File: src/hw/rtl/tpt_pkg.sv
// ----------------------------------------------------------------------------
// tpt_pkg
// Shared sizes, codes and result type of the timed ping table.
// ----------------------------------------------------------------------------
package tpt_pkg;

  localparam int PING_SLOTS    = 8;
  localparam int HISTORY_DEPTH = 8;
  localparam int MAX_RESULTS   = 8;

  localparam int SlotIdxW = (PING_SLOTS > 1) ? $clog2(PING_SLOTS) : 1;
  localparam int HistIdxW = (HISTORY_DEPTH > 1) ? $clog2(HISTORY_DEPTH) : 1;
  localparam int HistCntW = $clog2(HISTORY_DEPTH + 1);
  localparam int ListCntW = $clog2(MAX_RESULTS + 1);

  localparam int PosW       = 64;
  localparam int SlotEntryW = 128;
  localparam int InDataW    = 144;
  localparam int OutDataW   = 72;

  localparam logic [7:0] SPACE_KEY = 8'd32;

  typedef enum logic [1:0] {
    MODE_ADD   = 2'd0,
    MODE_TICK  = 2'd1,
    MODE_KEY   = 2'd2,
    MODE_CLEAR = 2'd3
  } mode_e;

  typedef enum logic [1:0] {
    KIND_ACK  = 2'd0,
    KIND_LIST = 2'd1,
    KIND_KEY  = 2'd2
  } kind_e;

  typedef struct packed {
    kind_e       kind;
    logic [2:0]  slot;
    logic [31:0] x;
    logic [31:0] y;
    logic        repl;
    logic        handled;
    logic        cam;
    logic        quick;
    logic        last;
  } res_t;

  function automatic logic [2:0] slot_field(input logic [SlotIdxW-1:0] idx);
    logic [SlotIdxW+2:0] w;
    w = {3'b000, idx};
    return w[2:0];
  endfunction

endpackage

File: src/hw/rtl/tpt_ram.sv
// ----------------------------------------------------------------------------
// tpt_ram
// Single write port, single read port ram with registered read data.
// ----------------------------------------------------------------------------
module tpt_ram #(
  parameter int Width = 64,
  parameter int Depth = 8
) (
  input  logic                                           clk_i,
  input  logic                                           we_i,
  input  logic [((Depth > 1) ? $clog2(Depth) : 1)-1:0]   waddr_i,
  input  logic [Width-1:0]                               wdata_i,
  input  logic                                           re_i,
  input  logic [((Depth > 1) ? $clog2(Depth) : 1)-1:0]   raddr_i,
  output logic [Width-1:0]                               rdata_o
);

  logic [Width-1:0] mem_q [Depth];
  logic [Width-1:0] rdata_q;

  always_ff @(posedge clk_i) begin
    if (we_i) begin
      mem_q[waddr_i] <= wdata_i;
    end
    if (re_i) begin
      rdata_q <= mem_q[raddr_i];
    end
  end

  assign rdata_o = rdata_q;

endmodule

File: src/hw/rtl/tpt_outbuf.sv
// ----------------------------------------------------------------------------
// tpt_outbuf
// Output register for result beats, packs the result onto the master side.
// ----------------------------------------------------------------------------
module tpt_outbuf (
  input  logic                          clk_i,
  input  logic                          rst_ni,
  input  logic                          load_i,
  input  tpt_pkg::res_t                 res_i,
  output logic                          free_o,
  output logic                          m_axis_tvalid,
  input  logic                          m_axis_tready,
  // slot, out_x, out_y, replaced_oldest, handled, camera_set, quick_camera
  output logic [tpt_pkg::OutDataW-1:0]  m_axis_tdata,
  // kind
  output logic [1:0]                    m_axis_tuser,
  output logic                          m_axis_tlast
);

  logic          valid_q, valid_d;
  tpt_pkg::res_t res_q;

  assign free_o = !valid_q || m_axis_tready;

  always_comb begin
    valid_d = valid_q;
    if (load_i) begin
      valid_d = 1'b1;
    end else if (m_axis_tready) begin
      valid_d = 1'b0;
    end
  end

  always_ff @(posedge clk_i or negedge rst_ni) begin
    if (!rst_ni) begin
      valid_q <= 1'b0;
    end else begin
      valid_q <= valid_d;
    end
  end

  always_ff @(posedge clk_i) begin
    if (load_i) begin
      res_q <= res_i;
    end
  end

  assign m_axis_tvalid = valid_q;
  assign m_axis_tdata  = {1'b0, res_q.quick, res_q.cam, res_q.handled, res_q.repl,
                          res_q.y, res_q.x, res_q.slot};
  assign m_axis_tuser  = res_q.kind;
  assign m_axis_tlast  = res_q.last;

endmodule

File: src/hw/rtl/timed_ping_table_with_recall.sv
// ----------------------------------------------------------------------------
// timed_ping_table_with_recall
// Timed ping table with recent-position history and round-robin recall.
// ----------------------------------------------------------------------------
// add: write a free slot, or scan for the oldest when all live, then the ack beat
// tick: each slot read and checked through the slot memory, plus stalls; a closing
//   beat follows when anything is listed
// key: one beat, history read first if recalling; clear: no beat; one item at a time
// reset clears live bits, history count, cursor and head at once; the slot and
//   history memories are not cleared and are used only while live or below count
module timed_ping_table_with_recall (
  input  logic                          clk_i,
  input  logic                          rst_ni,
  input  logic                          s_axis_tvalid,
  output logic                          s_axis_tready,
  // now_ms, life_ms, ping_x, ping_y, remember, key_code, key_repeat
  input  logic [tpt_pkg::InDataW-1:0]   s_axis_tdata,
  // mode
  input  logic [1:0]                    s_axis_tuser,
  output logic                          m_axis_tvalid,
  input  logic                          m_axis_tready,
  // slot, out_x, out_y, replaced_oldest, handled, camera_set, quick_camera
  output logic [tpt_pkg::OutDataW-1:0]  m_axis_tdata,
  // kind
  output logic [1:0]                    m_axis_tuser,
  output logic                          m_axis_tlast
);

  typedef enum logic [7:0] {
    S_IDLE     = 8'b0000_0001,
    S_DECODE   = 8'b0000_0010,
    S_SCAN_RD  = 8'b0000_0100,
    S_SCAN_EV  = 8'b0000_1000,
    S_TICK_END = 8'b0001_0000,
    S_ADD_WR   = 8'b0010_0000,
    S_KEY_RD   = 8'b0100_0000,
    S_EMIT     = 8'b1000_0000
  } state_e;

  state_e state_q, state_d;

  // input beat
  tpt_pkg::mode_e          mode_q;
  logic [31:0]             now_q, life_q;
  logic [tpt_pkg::PosW-1:0] pos_q;
  logic                    rem_q, rep_q;
  logic [7:0]              key_q;

  logic [tpt_pkg::PING_SLOTS-1:0] live_q, live_d;
  logic [tpt_pkg::SlotIdxW-1:0]   idx_q, idx_d, oldest_q, oldest_d, sel_q, sel_d;
  logic [31:0]                    max_age_q, max_age_d;
  logic                           repl_q, repl_d;
  logic [tpt_pkg::ListCntW-1:0]   n_q, n_d;
  logic                           hold_v_q, hold_v_d;
  tpt_pkg::res_t                  res_q, res_d;

  logic [tpt_pkg::HistCntW-1:0]   cnt_q, cnt_d;
  logic [tpt_pkg::HistIdxW-1:0]   cursor_q, cursor_d, head_q, head_d;

  // memories
  logic                            slot_re, slot_we;
  logic [tpt_pkg::SlotEntryW-1:0]  slot_rdata;
  logic                            hist_re, hist_we;
  logic [tpt_pkg::HistIdxW-1:0]    hist_raddr;
  logic [tpt_pkg::PosW-1:0]        hist_rdata;

  // output
  logic          ob_load, ob_free;
  tpt_pkg::res_t ob_res;

  logic                          in_acc;
  logic                          any_free;
  logic [tpt_pkg::SlotIdxW-1:0]  free_idx;
  logic [31:0]                   age;
  logic                          idx_last, adv;
  logic [tpt_pkg::HistIdxW-1:0]  cur, head_next;
  logic [tpt_pkg::HistCntW-1:0]  cur_next;
  logic [tpt_pkg::HistIdxW:0]    addr_w;

  assign s_axis_tready = (state_q == S_IDLE);
  assign in_acc        = s_axis_tvalid && s_axis_tready;

  always_ff @(posedge clk_i) begin
    if (in_acc) begin
      mode_q <= tpt_pkg::mode_e'(s_axis_tuser);
      now_q  <= s_axis_tdata[31:0];
      life_q <= s_axis_tdata[63:32];
      pos_q  <= s_axis_tdata[127:64];
      rem_q  <= s_axis_tdata[128];
      key_q  <= s_axis_tdata[136:129];
      rep_q  <= s_axis_tdata[137];
    end
  end

  // first free slot
  always_comb begin
    any_free = ~&live_q;
    free_idx = '0;
    for (int i = tpt_pkg::PING_SLOTS - 1; i >= 0; i--) begin
      if (!live_q[i]) begin
        free_idx = tpt_pkg::SlotIdxW'(i);
      end
    end
  end

  // history addressing: entry k lives at head - k
  always_comb begin
    cur = (tpt_pkg::HistCntW'(cursor_q) >= cnt_q) ? '0 : cursor_q;
    cur_next = tpt_pkg::HistCntW'(cur) + tpt_pkg::HistCntW'(1);
    if (head_q >= cur) begin
      addr_w = {1'b0, head_q} - {1'b0, cur};
    end else begin
      addr_w = {1'b0, head_q} + (tpt_pkg::HistIdxW + 1)'(tpt_pkg::HISTORY_DEPTH)
               - {1'b0, cur};
    end
    hist_raddr = addr_w[tpt_pkg::HistIdxW-1:0];
    head_next = (head_q == tpt_pkg::HistIdxW'(tpt_pkg::HISTORY_DEPTH - 1)) ?
                '0 : head_q + tpt_pkg::HistIdxW'(1);
  end

  assign age      = now_q - slot_rdata[31:0];
  assign idx_last = (idx_q == tpt_pkg::SlotIdxW'(tpt_pkg::PING_SLOTS - 1));

  always_comb begin
    state_d      = state_q;
    live_d       = live_q;
    idx_d        = idx_q;
    oldest_d     = oldest_q;
    max_age_d    = max_age_q;
    sel_d        = sel_q;
    repl_d       = repl_q;
    n_d          = n_q;
    hold_v_d     = hold_v_q;
    res_d        = res_q;
    cnt_d        = cnt_q;
    cursor_d     = cursor_q;
    head_d       = head_q;
    slot_re      = 1'b0;
    slot_we      = 1'b0;
    hist_re      = 1'b0;
    hist_we      = 1'b0;
    ob_load      = 1'b0;
    ob_res       = res_q;
    adv          = 1'b1;

    case (state_q)
      S_IDLE: begin
        if (in_acc) begin
          state_d = S_DECODE;
        end
      end
      S_DECODE: begin
        case (mode_q)
          tpt_pkg::MODE_ADD: begin
            if (life_q == 32'd0) begin
              state_d = S_IDLE;
            end else if (any_free) begin
              sel_d   = free_idx;
              repl_d  = 1'b0;
              state_d = S_ADD_WR;
            end else begin
              idx_d     = '0;
              oldest_d  = '0;
              max_age_d = '0;
              state_d   = S_SCAN_RD;
            end
          end
          tpt_pkg::MODE_TICK: begin
            idx_d    = '0;
            n_d      = '0;
            hold_v_d = 1'b0;
            state_d  = S_SCAN_RD;
          end
          tpt_pkg::MODE_KEY: begin
            res_d      = '0;
            res_d.kind = tpt_pkg::KIND_KEY;
            state_d    = S_EMIT;
            if (key_q == tpt_pkg::SPACE_KEY) begin
              res_d.handled = 1'b1;
              if (!rep_q) begin
                if (cnt_q != '0) begin
                  hist_re   = 1'b1;
                  res_d.cam = 1'b1;
                  cursor_d  = (cur_next >= cnt_q) ? '0 :
                              cur_next[tpt_pkg::HistIdxW-1:0];
                  state_d   = S_KEY_RD;
                end else begin
                  res_d.quick = 1'b1;
                end
              end
            end
          end
          tpt_pkg::MODE_CLEAR: begin
            live_d   = '0;
            cnt_d    = '0;
            cursor_d = '0;
            state_d  = S_IDLE;
          end
          default: begin
            state_d = S_IDLE;
          end
        endcase
      end
      S_SCAN_RD: begin
        slot_re = 1'b1;
        state_d = S_SCAN_EV;
      end
      S_SCAN_EV: begin
        if (mode_q == tpt_pkg::MODE_ADD) begin
          if (age >= max_age_q) begin
            oldest_d  = idx_q;
            max_age_d = age;
          end
          if (idx_last) begin
            sel_d   = (age >= max_age_q) ? idx_q : oldest_q;
            repl_d  = 1'b1;
            state_d = S_ADD_WR;
          end else begin
            idx_d   = idx_q + tpt_pkg::SlotIdxW'(1);
            state_d = S_SCAN_RD;
          end
        end else begin
          if (live_q[idx_q]) begin
            if (age >= slot_rdata[63:32]) begin
              live_d[idx_q] = 1'b0;
            end else if (n_q < tpt_pkg::ListCntW'(tpt_pkg::MAX_RESULTS)) begin
              if (hold_v_q && !ob_free) begin
                adv = 1'b0;
              end else begin
                ob_load     = hold_v_q;
                ob_res.last = 1'b0;
                res_d       = '0;
                res_d.kind  = tpt_pkg::KIND_LIST;
                res_d.slot  = tpt_pkg::slot_field(idx_q);
                res_d.x     = slot_rdata[95:64];
                res_d.y     = slot_rdata[127:96];
                hold_v_d    = 1'b1;
                n_d         = n_q + tpt_pkg::ListCntW'(1);
              end
            end
          end
          if (adv) begin
            if (idx_last) begin
              state_d = S_TICK_END;
            end else begin
              idx_d   = idx_q + tpt_pkg::SlotIdxW'(1);
              state_d = S_SCAN_RD;
            end
          end
        end
      end
      S_TICK_END: begin
        state_d = hold_v_q ? S_EMIT : S_IDLE;
      end
      S_ADD_WR: begin
        slot_we       = 1'b1;
        live_d[sel_q] = 1'b1;
        if (rem_q) begin
          hist_we  = 1'b1;
          head_d   = head_next;
          cursor_d = '0;
          if (cnt_q < tpt_pkg::HistCntW'(tpt_pkg::HISTORY_DEPTH)) begin
            cnt_d = cnt_q + tpt_pkg::HistCntW'(1);
          end
        end
        res_d      = '0;
        res_d.kind = tpt_pkg::KIND_ACK;
        res_d.slot = tpt_pkg::slot_field(sel_q);
        res_d.x    = pos_q[31:0];
        res_d.y    = pos_q[63:32];
        res_d.repl = repl_q;
        state_d    = S_EMIT;
      end
      S_KEY_RD: begin
        res_d.x = hist_rdata[31:0];
        res_d.y = hist_rdata[63:32];
        state_d = S_EMIT;
      end
      S_EMIT: begin
        if (ob_free) begin
          ob_load     = 1'b1;
          ob_res.last = 1'b1;
          state_d     = S_IDLE;
        end
      end
      default: begin
        state_d = S_IDLE;
      end
    endcase
  end

  always_ff @(posedge clk_i or negedge rst_ni) begin
    if (!rst_ni) begin
      state_q      <= S_IDLE;
      live_q       <= '0;
      idx_q        <= '0;
      oldest_q     <= '0;
      max_age_q    <= '0;
      sel_q        <= '0;
      repl_q       <= 1'b0;
      n_q          <= '0;
      hold_v_q     <= 1'b0;
      cnt_q        <= '0;
      cursor_q     <= '0;
      head_q       <= '0;
    end else begin
      state_q      <= state_d;
      live_q       <= live_d;
      idx_q        <= idx_d;
      oldest_q     <= oldest_d;
      max_age_q    <= max_age_d;
      sel_q        <= sel_d;
      repl_q       <= repl_d;
      n_q          <= n_d;
      hold_v_q     <= hold_v_d;
      cnt_q        <= cnt_d;
      cursor_q     <= cursor_d;
      head_q       <= head_d;
    end
  end

  always_ff @(posedge clk_i) begin
    res_q <= res_d;
  end

  tpt_ram #(
    .Width (tpt_pkg::SlotEntryW),
    .Depth (tpt_pkg::PING_SLOTS)
  ) u_slot_ram (
    .clk_i   (clk_i),
    .we_i    (slot_we),
    .waddr_i (sel_q),
    .wdata_i ({pos_q, life_q, now_q}),
    .re_i    (slot_re),
    .raddr_i (idx_q),
    .rdata_o (slot_rdata)
  );

  tpt_ram #(
    .Width (tpt_pkg::PosW),
    .Depth (tpt_pkg::HISTORY_DEPTH)
  ) u_hist_ram (
    .clk_i   (clk_i),
    .we_i    (hist_we),
    .waddr_i (head_next),
    .wdata_i (pos_q),
    .re_i    (hist_re),
    .raddr_i (hist_raddr),
    .rdata_o (hist_rdata)
  );

  tpt_outbuf u_outbuf (
    .clk_i         (clk_i),
    .rst_ni        (rst_ni),
    .load_i        (ob_load),
    .res_i         (ob_res),
    .free_o        (ob_free),
    .m_axis_tvalid (m_axis_tvalid),
    .m_axis_tready (m_axis_tready),
    .m_axis_tdata  (m_axis_tdata),
    .m_axis_tuser  (m_axis_tuser),
    .m_axis_tlast  (m_axis_tlast)
  );

endmodule
File: config.mk
export PLATFORM = sky130hd
export DESIGN_NAME = timed_ping_table_with_recall
export DESIGN_NICKNAME = d
export VERILOG_FILES = /design/src/hw/rtl/tpt_pkg.sv /design/src/hw/rtl/tpt_ram.sv /design/src/hw/rtl/tpt_outbuf.sv /design/src/hw/rtl/timed_ping_table_with_recall.sv
export SDC_FILE = /design/constraint.sdc
export NUM_CORES = 2
export LEC_CHECK = 0
export BUFFER_PORTS_ARGS = -buffer_cell sky130_fd_sc_hd__buf_2
export CAP_MARGIN = 40
export CORE_MARGIN = 4
export CORE_UTILIZATION = 50
export CTS_CLUSTER_DIAMETER = 100
export DETAILED_ROUTE_END_ITERATION = 16
export MAX_ROUTING_LAYER = met4
export PLACE_DENSITY = 0.76
export REMOVE_ABC_BUFFERS = 1
export SKIP_LAST_GASP = 1
export SLEW_MARGIN = 10
export SYNTH_ARGS = -nofsm -noshare
export SYNTH_HDL_FRONTEND = slang
export SYNTH_HIERARCHICAL = 1
export SYNTH_SLANG_ARGS = --single-unit
File: constraint.sdc
create_clock -name clk_i -period 28.9 [get_ports clk_i]
set_clock_uncertainty 0.15 [all_clocks]
set_input_delay 8.67 -clock clk_i [delete_from_list [all_inputs] [get_ports clk_i]]
set_output_delay 8.67 -clock clk_i [all_outputs]
set_load 0.02 [all_outputs]
## After elaboration in Yosys (flattened, before gate mapping)

Memory sizes are Yosys's and may differ from the RTL's. A register that Yosys moved wholly into a read port is not among the register bits.
Index checks and enable logic that the tools add are counted.

- Flip-flop bits (word level): 362
- Bits in writable memories: 1,536
- Input port bits: 150
- Word-level logic and storage cells: 271
- Memories: 2

Memories:

| memory | words | bits a word | rd ports | clocked after Yosys merged registers in | write ports | line | source |
|---|---|---|---|---|---|---|---|
| u_slot_ram.mem_q | 8 | 128 | 1 | 1 | 1 | tpt_ram.sv:18 | `logic [Width-1:0] mem_q [Depth];` |
| u_hist_ram.mem_q | 8 | 64 | 1 | 1 | 1 | tpt_ram.sv:18 |  |

- Add/subtract/negate cells: 9
- Order comparisons: 11
- Eq/ne operators: 42
- Multiplexer cells: 137
- Bitwise logic cells: 3
- Reductions and logical operators: 29

Operators by type and width:

| operator | number |
|---|---|
| $mux W74 | 6 |
| $pmux W64 S4 | 1 |
| $mux W32 | 5 |
| $mux W8 | 12 |
| $mux W3 | 30 |
| $ge A32 B32 Y1 | 2 |
| $pmux W32 S2 | 1 |
| $pmux W8 S7 | 1 |
| $mux W1 | 48 |
| $mux W4 | 9 |
| $pmux W3 S2 | 6 |
| $logic_not A32 Y1 | 1 |
| $ne A2 B2 Y1 const B | 16 |
| $pmux W8 S4 | 1 |
| $sub A32 B32 Y32 | 1 |
| $pmux W5 S3 | 2 |
| $pmux W8 S3 | 1 |
| $reduce_and A7 Y1 | 3 |
| $mux W6 | 3 |
| $ne A3 B3 Y1 const B | 6 |
| $reduce_and A6 Y1 | 3 |
| $eq A8 B6 Y1 const B | 2 |
| $pmux W4 S2 | 2 |
| $reduce_and A5 Y1 | 3 |
| other kinds (43) | 66 |

## Depth between registers and ports, before layout

- Depth after elaboration: 13
- Depth in mapped cells: 25
- Mapped depth without buffers: 24

## Hierarchy

The synthesis kept the hierarchy.

Modules (own cells, without submodules):

| module | times used | cells each | area each (sq um) | seq. area each (sq um) |
|---|---|---|---|---|
| tpt_ram at u_slot_ram | 1 | 1,620 | 42,836.1 | 34,593.2 |
| tpt_ram at u_hist_ram | 1 | 816 | 21,187.8 | 17,296.6 |
| timed_ping_table_with_recall | 1 | 1,250 | 14,582.7 | 8,224.1 |
| tpt_outbuf | 1 | 79 | 2,280.9 | 2,247.2 |

## Worst setup path after synthesis

Ideal clock, no wire load.

- Path kind: input to register
- Start: input port m_axis_tready
- End: register u_outbuf.valid_q, in the netlist u_outbuf/m_axis_tvalid
- Library setup time: 0.089 ns
- Arrival time: 13.008 ns
- Data required time: 28.661 ns
- Setup slack: 15.652 ns
- Stages on the path: 4
- Cells stage by stage: nand2b_4 > inv_1 > a21oi_1 > nand2b_2

- Cells in the longest elaborated chain, start to end: 10
- Elaborated cells on any way between the ends: 12
- Those cells by class: mux: 8; reduce/logical: 4

RTL lines:

| item | line | source |
|---|---|---|
| from (decl) | timed_ping_table_with_recall.sv:21 | `input logic m_axis_tready,` |
| $logic_or A1 B1 Y1 (*) | tpt_outbuf.sv:23 | `assign free_o = !valid_q \|\| m_axis_tready;` |
| $logic_not A1 Y1 | timed_ping_table_with_recall.sv:227 | `if (hold_v_q && !ob_free) begin` |
| $logic_and A1 B1 Y1 | timed_ping_table_with_recall.sv:227 |  |
| $mux W1 | timed_ping_table_with_recall.sv:227 |  |
| $mux W1 | timed_ping_table_with_recall.sv:226 | `end else if (n_q < tpt_pkg::ListCntW'(tpt_pkg::MAX_RESULTS)) begin` |
| $mux W1 | timed_ping_table_with_recall.sv:224 | `if (age >= slot_rdata[63:32]) begin` |
| $mux W1 | timed_ping_table_with_recall.sv:223 | `if (live_q[idx_q]) begin` |
| $mux W1 | timed_ping_table_with_recall.sv:209 | `if (mode_q == tpt_pkg::MODE_ADD) begin` |
| $pmux W1 S2 (*) | timed_ping_table_with_recall.sv:146 | `case (state_q)` |
| via ob_load | timed_ping_table_with_recall.sv:68 | `logic ob_load, ob_free;` |
| $mux W1 / $reduce_bool A2 Y1 (equally long branches) | n/a |  |
| to (signal assigned) | tpt_outbuf.sv:38 | `valid_q <= valid_d;` |
| to (decl) | tpt_outbuf.sv:20 | `logic valid_q, valid_d;` |

The timed path passes the listed nets; every way through them passes the cells marked *.
A chain may end at the register's enable or synchronous reset.

## Worst setup path after layout

- Start: register state_q[4]
- End: output port s_axis_tready

- Cells in the longest elaborated chain, start to end: 1

RTL lines:

| item | line | source |
|---|---|---|
| from (decl) | timed_ping_table_with_recall.sv:40 | `state_e state_q, state_d;` |
| from (signal assigned) | timed_ping_table_with_recall.sv:307 | `state_q <= state_d;` |
| $eq A8 B1 Y1 | timed_ping_table_with_recall.sv:80 | `assign s_axis_tready = (state_q == S_IDLE);` |
| to (decl) | timed_ping_table_with_recall.sv:15 | `output logic s_axis_tready,` |

No other way between the ends.

==> results_dict.tcl <==
set metrics [dict create \
    ys.warnings.count 6 \
    use_met3_pct 3.98 \
    grt_overflow 0 \
    clkTransAtPathRegs_ps 70 \
    initial_core_util_pct 50.3 \
    wl_um 178000 \
    tightestPinTransition_ps 1060 \
    clockRootBuffer "clkbuf_16" \
    num-fill-cells 11400 \
    ant_nets 0 \
    layout.cells.most_common "edfxtp_1" \
    cap_violations 0 \
    crit_path_end_kind "output pin" \
    crit_arrival_ps 2450 \
    drc 0 \
    reg2reg_from "now_q[0]" \
    crit_path_start "state_q[4]" \
    async_flop_share_pct 3.54 \
    clk_latency_ps 830 \
    final_nets 4385 \
    grt_pass1_wl_um 263000 \
    finish.utilization_pct 56.7 \
    cts_setup_buffers 0 \
    design.die.area_um2 168000 \
    die_w_um 410 \
    cts_buffers 201 \
    area_delta_synth_final_pct 12.7 \
    crit_required_ps 20080 \
    cts.sink_count 2089 \
    rows 147 \
    vias_per_cell 6.03 \
    min_period_over_period_pct 39.0 \
    status "completed" \
    place_area_um2 84700 \
    cts_max_level 4 \
    setup_viol 0 \
    crit_fanout 5 \
    whs_ps 260 \
    rsz0062_at_grt "false" \
    drt-wirelength-per-cell_um 27.6 \
    place_ws_ps 17110 \
    fmax_mhz 88.7 \
    drt_pre_antenna_iters 6 \
    gr-usage-all-layers_pct 21.9 \
    fin_area_um2 91200 \
    reg2reg_depth 23 \
    cts_resized 0 \
    vias 38900 \
    drtIter0Drc 5092 \
    synthFlopType "edfxtp_1" \
    port_buffers 219 \
    layout_min_cycle_time_ps 11270 \
    grt_pass1_vias 39300 \
    grt_util_met1_pct 30.3 \
    synth_edf_count 2015 \
    setup_ws_ps 17630 \
    finalSetupTns_ps 0 \
    grt_max_degree 130 \
    p_leak_nw 30.1 \
    syn_area_per_cell_um2 21.5 \
    busiest_layer "met2" \
    final_cells 6451 \
    tritoncts "done" \
    ys_ff_latch 2089 \
    hpwl_um 94600 \
    io_pins 227 \
    power_mw 7.50 \
    core_area_um2 161000 \
    syn_area_um2 80900 \
    peakVddDrop_v 0.0000711 \
    placed_cells 6077 \
    min_path_type "flop to flop" \
    synth_seq_area_share_pct 77.1 \
    antenna_found_initial 9 \
    met2_usage_pct 34.0 \
    p_per_area_nw_per_um2 82.3 \
    min_path_cells 0 \
    syn_inst 3765 \
    slew_headroom_pct 29.6 \
    gp_congestion 0.842 \
    hold_violations 0 \
    chipHeight_um 410 \
    hold_buffers 0 \
    final_layout_size_suffix_gt1_share_pct 26.7 \
    min-delay-start "ob_res[36]" \
    start_kind "flop" \
    mostFrequentLayoutCells "2015 x edfxtp_1, 312 x mux4_2, 218 x buf_2" \
    yosysUniqueCellTypes 89 \
    clock_path_buffers 3 \
    final_max_slew_viol_count 0 \
    path_class "flop to output pin" \
]
==> sequential cells by signal (all words and copies together) (netlist names), 2 cells and up <==
signal                 count
u_slot_ram/mem_q        1024
u_hist_ram/mem_q         512
u_slot_ram/rdata_o       128
ob_res                    73
u_outbuf/m_axis_tdata     71
pos_q                     64
u_hist_ram/rdata_o        64
life_q                    32
max_age_q                 32
now_q                     32
key_q                      8
live_q                     8
state_q                    8
cnt_q                      4
n_q                        4
cursor_q                   3
head_q                     3
idx_q                      3
oldest_q                   3
sel_q                      3
mode_q                     2
u_outbuf/m_axis_tuser      2
==> area by class of cell <==
| cell class | count | area, um2 | share of cell area (%) |
|---|---|---|---|
| Timing Repair Buffer | 304 | 2080 | 2.28 |
| Antenna cell | 4 | 10.0 | 0.0110 |
| Sequential cell | 2089 | 62400 | 68.4 |
| Tap cell | 2160 | 2700 | 2.96 |
| Inverter | 187 | 714 | 0.784 |
| Clock buffer | 248 | 5310 | 5.83 |
| Multi-Input combinational cell | 1339 | 16900 | 18.5 |
| Clock inverter | 120 | 1110 | 1.22 |
==> path summary, 6_finish.rpt <==
path                                             end  slack [ps]
max                                    s_axis_tready       17630
min                        u_outbuf/m_axis_tdata[66]         260
max reg2reg                u_outbuf/m_axis_tdata[19]       21730
min reg2reg                u_outbuf/m_axis_tdata[66]         260
max in group asynchronous                 state_q[0]       20180
min in group asynchronous              max_age_q[10]        7540
==> worst max-delay path: stages (launching register included) <==
cell and delay [ps]:
dfrtp_1 440, nor4_1 520, and2_1 230, nand3b_1 140
inv_1 110, buf_2 200
==> where the power goes <==
part | switching (mW) | internal, mW
Sequential | 0.211 | 3.64
Combinational | 0.591 | 0.503
Clock | 1.10 | 1.46
Total | 1.91 | 5.60
==> per-layer routing <==
metal	part of all wire [%]	vias up
met5	0	-
met4	2.4	0
met3	9.4	280
met2	49	2096
met1	40	20300
li1	-	16200
==> Yosys cell counts (7+ instances only) <==
cell type  number  area [um2]
and2_1         12        75.1
clkbuf_8       13         179
clkbuf_1       53         199
o21ai_1         7        35.0
inv_1         185         694
buf_1          24        90.1
mux4_1         72        1890
nor4_1         15        93.8
xnor2_1        17         149
o21ai_0        50         250
xor2_1         13         114
a31oi_1        11        68.8
nand2b_1       17         106
a21o_1         34         255
mux2_2        200        2250
a21oi_1        47         235
nor3_1         20         100
buf_2          13        65.1
buf_8          19         285
nor2b_1        11        68.8
nand2_1        99         372
nand4_1        19         119
nand3_1        19        95.1
dfrtp_1        73        1830
nor2_1         64         240
ha_1          111        1390
a222oi_1       64         641
buf_6          19         214
mux4_2        312        7030
edfxtp_1     2015       60500
a22o_1         17         149
==> cell families after synthesis <==
logic type,Yosys count,synth area share (%)
mux,592,13.9
flops,2089,77.1
simple gates,315,1.96
buf+inv,337,2.26
other cells,1,0.00464
compound gates,287,2.66
fa+ha+maj,113,1.77
xor+xnor,31,0.345
Power figures use the tool's default switching activity.
